===== config.mk =====
export PLATFORM = sky130hd
export DESIGN_NAME = pcm_silence_keepalive_patcher
export DESIGN_NICKNAME = d
export VERILOG_FILES = /design/src/pskp_pkg.sv /design/src/pcm_silence_keepalive_patcher.sv
export SDC_FILE = /design/constraint.sdc
export NUM_CORES = 1
export LEC_CHECK = 0
export BUFFER_PORTS_ARGS = -buffer_cell sky130_fd_sc_hd__buf_4
export CORE_ASPECT_RATIO = 1.5
export CORE_MARGIN = 4
export CORE_UTILIZATION = 30
export DETAILED_ROUTE_END_ITERATION = 6
export HOLD_SLACK_MARGIN = 0.02
export PLACE_DENSITY = 0.56
export SLEW_MARGIN = 20
export SYNTH_ARGS = -nofsm -noshare
export SYNTH_HDL_FRONTEND = slang
export SYNTH_SLANG_ARGS = --single-unit
export TNS_END_PERCENT = 50

===== constraint.sdc =====
create_clock -name aclk -period 3.13 [get_ports aclk]
set_input_delay 0.313 -clock aclk [delete_from_list [all_inputs] [get_ports aclk]]
set_output_delay 0.313 -clock aclk [all_outputs]
set_load 0.03 [all_outputs]

===== src/pskp_pkg.sv =====
package pskp_pkg;

    localparam int MAX_CHANNELS = 8;
    localparam int CH_W         = $clog2(MAX_CHANNELS + 1);
    localparam int SEEN_W       = $clog2(2 * MAX_CHANNELS + 1);
    localparam int K_W          = (MAX_CHANNELS > 1) ? $clog2(2 * MAX_CHANNELS) : 1;

    localparam int DATA_W   = 32;
    localparam int IDX_W    = 4;
    localparam int FMT_W    = 4;
    localparam int CFG_W    = 4;
    localparam int CFG_IDX_W = 1;
    localparam int NB_W     = 3;

    typedef logic [CFG_IDX_W-1:0] cfg_idx_t;
    typedef logic [FMT_W-1:0]     fmt_t;
    typedef logic [NB_W-1:0]      nbytes_t;
    typedef logic [DATA_W-1:0]    data_t;

    localparam cfg_idx_t REG_SAMPLE_FORMAT = 1'd0;
    localparam cfg_idx_t REG_CHANNEL_COUNT = 1'd1;

    localparam fmt_t FMT_NONE  = 4'd0;
    localparam fmt_t FMT_U8    = 4'd1;
    localparam fmt_t FMT_S16LE = 4'd2;
    localparam fmt_t FMT_U16LE = 4'd3;
    localparam fmt_t FMT_S24LE = 4'd4;
    localparam fmt_t FMT_U24LE = 4'd5;
    localparam fmt_t FMT_S32LE = 4'd6;
    localparam fmt_t FMT_U32LE = 4'd7;
    localparam fmt_t FMT_S16BE = 4'd8;
    localparam fmt_t FMT_U16BE = 4'd9;
    localparam fmt_t FMT_S24BE = 4'd10;
    localparam fmt_t FMT_U24BE = 4'd11;
    localparam fmt_t FMT_S32BE = 4'd12;
    localparam fmt_t FMT_U32BE = 4'd13;

    localparam logic [CFG_W-1:0] RESET_CHANNELS = 4'd2;

    // Bytes per sample; zero marks a format that never patches.
    function automatic nbytes_t fmt_bytes(fmt_t f);
        nbytes_t nb;
        case (f)
            FMT_U8: nb = 3'd1;
            FMT_S16LE, FMT_U16LE, FMT_S16BE, FMT_U16BE: nb = 3'd2;
            FMT_S24LE, FMT_U24LE, FMT_S24BE, FMT_U24BE: nb = 3'd3;
            FMT_S32LE, FMT_U32LE, FMT_S32BE, FMT_U32BE: nb = 3'd4;
            default: nb = 3'd0;
        endcase
        return nb;
    endfunction

    function automatic logic fmt_unsigned(fmt_t f);
        logic u;
        case (f)
            FMT_U8, FMT_U16LE, FMT_U24LE, FMT_U32LE,
            FMT_U16BE, FMT_U24BE, FMT_U32BE: u = 1'b1;
            default: u = 1'b0;
        endcase
        return u;
    endfunction

    function automatic logic fmt_big(fmt_t f);
        return (f >= FMT_S16BE) && (f <= FMT_U32BE);
    endfunction

    function automatic data_t width_mask(nbytes_t nb);
        data_t m;
        case (nb)
            3'd1:    m = 32'h0000_00FF;
            3'd2:    m = 32'h0000_FFFF;
            3'd3:    m = 32'h00FF_FFFF;
            default: m = 32'hFFFF_FFFF;
        endcase
        return m;
    endfunction

    // Reverses the low nb bytes of v for nb of 2 to 4 and clears the bytes above; other nb return v unchanged.
    function automatic data_t byte_swap(data_t v, nbytes_t nb);
        data_t r;
        case (nb)
            3'd2:    r = {16'h0000, v[7:0], v[15:8]};
            3'd3:    r = {8'h00, v[7:0], v[15:8], v[23:16]};
            3'd4:    r = {v[7:0], v[15:8], v[23:16], v[31:24]};
            default: r = v;
        endcase
        return r;
    endfunction

    function automatic data_t silence_of(fmt_t f, nbytes_t nb);
        data_t s;
        if (!fmt_unsigned(f)) begin
            s = '0;
        end else begin
            case (nb)
                3'd1:    s = 32'h0000_0080;
                3'd2:    s = 32'h0000_8000;
                3'd3:    s = 32'h0080_0000;
                default: s = 32'h8000_0000;
            endcase
        end
        return s;
    endfunction

    function automatic data_t level_of(nbytes_t nb);
        data_t l;
        case (nb)
            3'd1:    l = 32'h0000_0001;
            3'd2:    l = 32'h0000_0010;
            3'd3:    l = 32'h0000_0100;
            default: l = 32'h0001_0000;
        endcase
        return l;
    endfunction

endpackage


===== src/pcm_silence_keepalive_patcher.sv =====
// Channel  | Direction | Handshake          | Payload
// s_       | in        | s_valid / s_ready  | s_sample_bytes, s_is_last
// m_       | out       | m_valid / m_ready  | m_patch_valid, m_patch_index,
//          |           |                    | m_patch_bytes, m_run_end
// cfg_     | in        | cfg_wen            | cfg_index, cfg_wdata
//
// A sample that is not last is taken in every cycle while no burst runs; its check is one compare per transfer.
// A last sample yields one result per cycle from a burst counter while m_ready does not stall,
// 2 * channels results when the buffer is patched and one result otherwise; input pauses
// until the final one of these moves into the output register.
// Reset is synchronous and active low; it restores the configuration and control registers and empties the output.
// A stall on m_ready holds the output register and, during a burst, the input.
module pcm_silence_keepalive_patcher (
    input  logic                          aclk,
    input  logic                          aresetn,
    input  logic                          cfg_wen,
    input  pskp_pkg::cfg_idx_t            cfg_index,
    input  logic [pskp_pkg::CFG_W-1:0]    cfg_wdata,
    input  logic                          s_valid,
    output logic                          s_ready,
    input  logic [pskp_pkg::DATA_W-1:0]   s_sample_bytes,
    input  logic                          s_is_last,
    output logic                          m_valid,
    input  logic                          m_ready,
    output logic                          m_patch_valid,
    output logic [pskp_pkg::IDX_W-1:0]    m_patch_index,
    output logic [pskp_pkg::DATA_W-1:0]   m_patch_bytes,
    output logic                          m_run_end
);
    import pskp_pkg::*;

    fmt_t              format_reg;
    logic [CFG_W-1:0]  channels_reg;
    logic              all_silent_reg, all_silent_next;
    logic [SEEN_W-1:0] seen_reg, seen_next;

    logic              burst_active_reg, burst_active_next;
    logic              burst_patch_reg, burst_patch_next;
    logic [K_W-1:0]    burst_k_reg, burst_k_next;
    logic [K_W-1:0]    burst_last_reg, burst_last_next;
    logic [CH_W-1:0]   burst_ch_reg, burst_ch_next;
    data_t             pos_reg, pos_next;
    data_t             neg_reg, neg_next;

    logic              m_valid_reg, m_valid_next;
    logic              m_patch_valid_reg, m_patch_valid_next;
    logic [IDX_W-1:0]  m_patch_index_reg, m_patch_index_next;
    data_t             m_patch_bytes_reg, m_patch_bytes_next;
    logic              m_run_end_reg, m_run_end_next;

    nbytes_t           nb;
    logic              big;
    data_t             mask, raw, val, sil, lvl;
    logic              sample_silent, silent_now, do_patch;
    logic [CH_W-1:0]   ch_eff;
    logic [SEEN_W-1:0] two_frames, seen_now;
    logic              s_fire, out_load, burst_done;

    always_comb begin
        nb   = fmt_bytes(format_reg);
        big  = fmt_big(format_reg);
        mask = width_mask(nb);
        sil  = silence_of(format_reg, nb);
        lvl  = level_of(nb);
        raw  = s_sample_bytes & mask;
        val  = big ? byte_swap(raw, nb) : raw;
        sample_silent = (nb != '0) && (val == sil);

        if (channels_reg == '0) begin
            ch_eff = CH_W'(1);
        end else if (int'(channels_reg) > MAX_CHANNELS) begin
            ch_eff = CH_W'(MAX_CHANNELS);
        end else begin
            ch_eff = CH_W'(channels_reg);
        end
        two_frames = SEEN_W'({ch_eff, 1'b0});
        seen_now   = (seen_reg < two_frames) ? seen_reg + SEEN_W'(1) : two_frames;
        silent_now = all_silent_reg && sample_silent;
        do_patch   = (nb != '0) && silent_now && (seen_now >= two_frames);
    end

    assign out_load   = burst_active_reg && (!m_valid_reg || m_ready);
    assign burst_done = out_load && (burst_k_reg == burst_last_reg);
    assign s_ready    = !burst_active_reg || burst_done;
    assign s_fire     = s_valid && s_ready;

    always_comb begin
        all_silent_next    = all_silent_reg;
        seen_next          = seen_reg;
        burst_active_next  = burst_active_reg;
        burst_patch_next   = burst_patch_reg;
        burst_k_next       = burst_k_reg;
        burst_last_next    = burst_last_reg;
        burst_ch_next      = burst_ch_reg;
        pos_next           = pos_reg;
        neg_next           = neg_reg;
        m_valid_next       = m_valid_reg && !m_ready;
        m_patch_valid_next = m_patch_valid_reg;
        m_patch_index_next = m_patch_index_reg;
        m_patch_bytes_next = m_patch_bytes_reg;
        m_run_end_next     = m_run_end_reg;

        if (out_load) begin
            m_valid_next       = 1'b1;
            m_patch_valid_next = burst_patch_reg;
            m_patch_index_next = burst_patch_reg ? IDX_W'(burst_k_reg) : '0;
            if (!burst_patch_reg) begin
                m_patch_bytes_next = '0;
            end else if (SEEN_W'(burst_k_reg) < SEEN_W'(burst_ch_reg)) begin
                m_patch_bytes_next = pos_reg;
            end else begin
                m_patch_bytes_next = neg_reg;
            end
            m_run_end_next = burst_done;
            burst_k_next   = burst_k_reg + K_W'(1);
            if (burst_done) begin
                burst_active_next = 1'b0;
            end
        end

        if (s_fire) begin
            if (s_is_last) begin
                all_silent_next   = 1'b1;
                seen_next         = '0;
                burst_active_next = 1'b1;
                burst_patch_next  = do_patch;
                burst_k_next      = '0;
                burst_last_next   = do_patch ? K_W'(two_frames - SEEN_W'(1)) : '0;
                burst_ch_next     = ch_eff;
                pos_next = big ? byte_swap((sil + lvl) & mask, nb) : ((sil + lvl) & mask);
                neg_next = big ? byte_swap((sil - lvl) & mask, nb) : ((sil - lvl) & mask);
            end else begin
                all_silent_next = silent_now;
                seen_next       = seen_now;
            end
        end
    end

    always_ff @(posedge aclk) begin
        if (!aresetn) begin
            format_reg       <= FMT_NONE;
            channels_reg     <= RESET_CHANNELS;
            all_silent_reg   <= 1'b1;
            seen_reg         <= '0;
            burst_active_reg <= 1'b0;
            m_valid_reg      <= 1'b0;
        end else begin
            if (cfg_wen) begin
                unique case (cfg_index)
                    REG_SAMPLE_FORMAT: format_reg   <= cfg_wdata;
                    REG_CHANNEL_COUNT: channels_reg <= cfg_wdata;
                endcase
            end
            all_silent_reg   <= all_silent_next;
            seen_reg         <= seen_next;
            burst_active_reg <= burst_active_next;
            m_valid_reg      <= m_valid_next;
        end
    end

    always_ff @(posedge aclk) begin
        burst_patch_reg   <= burst_patch_next;
        burst_k_reg       <= burst_k_next;
        burst_last_reg    <= burst_last_next;
        burst_ch_reg      <= burst_ch_next;
        pos_reg           <= pos_next;
        neg_reg           <= neg_next;
        m_patch_valid_reg <= m_patch_valid_next;
        m_patch_index_reg <= m_patch_index_next;
        m_patch_bytes_reg <= m_patch_bytes_next;
        m_run_end_reg     <= m_run_end_next;
    end

    assign m_valid       = m_valid_reg;
    assign m_patch_valid = m_patch_valid_reg;
    assign m_patch_index = m_patch_index_reg;
    assign m_patch_bytes = m_patch_bytes_reg;
    assign m_run_end     = m_run_end_reg;

endmodule


==> summary.txt <==
Synth
  – Adder-Cell Fraction of Synth Area: 4.65%
  – Synthesis warning total: 0
  – Synth Register Bits: 89
  – Yosys top cell area share: 43.3%
  – Post-Synth Simple-Gate Area: 17.0%
  – Primary FF master, synth: edfxtp_1
  – Syn Std Cell Area: 4580 um2
  – Post-synthesis xor/xnor area fraction: 2.68%
  – Largest family of logic cells by synthesized area: simple AND/OR/NAND/NOR gates
  – Post-synth cell types: 60
  – Post-Syn Instances: 411
  – Avg Cell Area, Syn: 11.1 um2
  – Post-synth top area cell: edfxtp_1
  – Post-synth EDFFs: 66
  – Synth top area cells: edfxtp_1 43%, dfxtp_1 10%, ha_1 4.6%
  – Synth Area in Compound Gates: 11.3%
  – Seq/Total Area, Yosys: 53.4%
  – Mux contribution to synthesized area: 4.87%
  – Async SR Flop Fraction: 0%

Cells and area
  – Final instance area: 5680 um2
  – Max reg flops: 20
  – Layout cell share with drive strength beyond 1: 27.4%
  – Final net count: 551
  – Non-filler instance count after layout: 695
  – Diode count: 0
  – Synth-to-Final Area Change: 24.2%

Floorplan
  – Boundary Pins: 83
  – Vert. Die Dim: 159 um
  – Die ar.: 17,300 um2
  – Die Width: 109 um
  – Initial Util: 30.5%
  – FP Rows: 55
  – CORE AREA: 15,000 um2

Routing
  – Metal2 WL: 5100 um
  – DRT Pass-1 Iters: 4
  – Starting DRC count in detailed routing: 159
  – DRC viols: 0
  – Drt total wl: 9330 um
  – Met1 Wirelength: 3650 um
  – DRT antenna net count: 0
  – Drt via density: 4.71
  – DR vias: 3,270
  – Top sig layer: met4
  – Routed len/inst: 13.4 um
  – Detail Route met3 WL: 351 um

Critical path
  – Worst Reg-to-Reg Cells: 14
  – Critical path class: flop to flop
  – FF-to-FF Start: channels_reg[3]
  – Critical path endpoint category: flop
  – R2R setup slack: 140 ps
  – Worst setup SP type: flop
  – CP required: 3200 ps
  – Crit Path Max Fanout: 5
  – Critical path arrival: 3060 ps
  – FF-to-FF End: burst_last_reg[1]

Power and ir drop
  – Power per cell area: 509 nW/um2
  – Leak: 2.31 nW
  – Logic pwr share: 18.3%
  – Psw: 0.000769 W
  – Seq pwr share: 48.8%
  – Pint: 0.00212 W
  – Clock share of power: 33.0%
  – Net Sw Frac: 26.6%
  – Peak supply drop: 0.317 mV

Timing
  – Setup TNS: 0 ps
  – Clock Skews: 5.31 ps
  – Final hold vios: 0
  – FMAX: 335 MHz
  – Actual slew at the worst max-slew pin: 501 ps
  – Max-slew headroom: 66.6%
  – Post-route minimum period: 2990 ps
  – Tcrit/Tclk final: 95.4%
  – Final setup vio count: 0
  – RSZ-0062 raised after global routing: no
  – Fin. max-slew vios: 0

GRT
  – Largest net degree at the start of global routing: 43
  – First-pass GRT wire length: 15,300 um
  – Initial antenna violation count: 0
  – Total gr overflow: 0
  – Total GRT Usage: 10.9%
  – Vias in the first global route: 3,250

Clock network
  – Clock Tree Root: clkbuf_16
  – H-tree levels: 3
  – CTS tree: done
  – Maximum root-to-sink buffer count: 2
  – Total clock sinks: 89
  – Clock-pin slew on the worst setup and hold paths: 60 ps
  – Hold_buf cts: 0
  – Num CTS Buffers: 9
  – Worst-Skew Late Latency: 330 ps

Placement
  – Port Buffers: 82
  – Post-placement cell count: 677
  – Final GP Congestion: 0.873
  – DP Area: 5350 um2
  – Hpwl dp: 7090 um

Min path
  – Worst min path class: input pin to flop
  – Hold Path Sink: channels_reg[1]
  – Min-delay src: cfg_wdata[1]
  – WHS Path Cells: 3

Outcome
  – Run status: finished, final reports clean

Flow run
  – Max Cap Viol: 0
==> what timing repair did <==
action / 4_1_cts / 5_1_grt
gates resized for setup: 0 / 16
buffers inserted: 0 / 2
setup endpoints to repair: 0 / 5
==> layout by cell type (no fill, tap or decap), types with 6 or more instances in the layout <==
cell,synthesis,final
buf_4,15,96
edfxtp_1,66,66
nand2_1,33,33
inv_1,24,23
nor2b_1,22,21
dfxtp_1,23,21
mux2i_1,20,19
nor2_1,18,18
ha_1,17,15
and2_1,14,14
o21ai_0,14,13
nand3_1,10,10
a21boi_0,10,10
a21oi_1,10,9
nor3_1,10,9
clkbuf_16,0,9
xnor2_1,8,8
nand4_1,8,8
nand2b_1,7,7
a31oi_1,7,7
xor2_1,6,6
==> worst max-delay path by stage <==
stage,startpoint,to,slack [ps],cells after the start
6_report,channels_reg[3],burst_last_reg[1],140,14
5_1_grt,channels_reg[3],burst_last_reg[1],3,14
4_1_cts,channels_reg[1],burst_last_reg[1],7,14
3_5_place_dp,channels_reg[1],burst_last_reg[1],20,14
3_3_place_gp,channels_reg[1],burst_last_reg[1],120,14
2_1_floorplan,channels_reg[3],burst_last_reg[0],100,13
==> layout make-up <==
class,instances,area [um2]
inverters,24,90.1
clock inverters,6,35.0
fillers,1513,9320
repair buffers,96,721
multi-input cells,271,1910
well taps,199,249
clock buffers,10,229
flip-flops and latches,89,2450
==> power by group through the flow <==
stage	Clock, W	Combinational [W]	Sequential, W
2_1_floorplan	0	0.000322	0.00146
3_3_place_gp	0	0.000508	0.00143
3_5_place_dp	0	0.000518	0.00144
4_1_cts	0.000983	0.000520	0.00141
5_1_grt	0.00102	0.000582	0.00142
6_report	0.000953	0.000529	0.00141
==> synth_stat cells, types with 2 or more instances <==
master    instances
nor2_1           18
nand2b_1          7
o21ai_0          14
xor2_1            6
nor4_1            4
buf_4            15
a21o_1            3
a31oi_1           7
o21a_1            3
o21ba_2           2
o22ai_1           2
mux2i_1          20
a41oi_1           2
o31ai_1           2
xnor2_1           8
nor2b_1          22
o221ai_1          2
dfxtp_1          23
nand3_1          10
a21oi_1          10
a311oi_1          2
or3_1             3
and2_1           14
or2_2             2
buf_2             5
mux2_2            2
a21boi_0         10
clkbuf_1          7
nand2_1          33
inv_1            24
buf_6             2
nand3b_1          2
ha_1             17
edfxtp_1         66
nand4_1           8
nor3_1           10
==> metrics by stage <==
stage / utilization (%) / hold slack, ps / setup WS [ps] / power [W]
final: 37.9 / 236 / 144 / 0.00289
after global routing: 37.9 / 234 / 3.01 / 0.00303
after CTS: 37.4 / 223 / 6.99 / 0.00291
after detailed placement: 35.7 / 466 / 15.3 / 0.00196
after global placement: 35.7 / 457 / 116 / 0.00194
after floorplan: - / 438 / 96.2 / 0.00178
==> layer usage <==
layer,GRT usage [%],vias to the layer above
li1,-,1625
met1,12.0,1570
met2,19.4,61
met3,2.03,14
met4,5.80,0
met5,0,-
==> kinds of logic after synthesis <==
kind of cell / Yosys count
mux: 22
flops: 89
simple gates: 142
fa+ha+maj: 17
other cells: 1
xor+xnor: 14
buf+inv: 53
compound gates: 73
==> worst max-delay path, cell delays in order (launching register included) <==
cell	delay [ps]
dfxtp_4	360
inv_1	80
nand2_1	70
ha_2	180
or3_4	380
nor3_4	230
o21bai_4	120
mux2i_2	160
ha_1	330
a21oi_2	150
nand3_1	70
or2_2	270
a31oi_1	130
buf_4	150
nor3_1	40
Note: power is estimated with default switching activity, not from simulation.
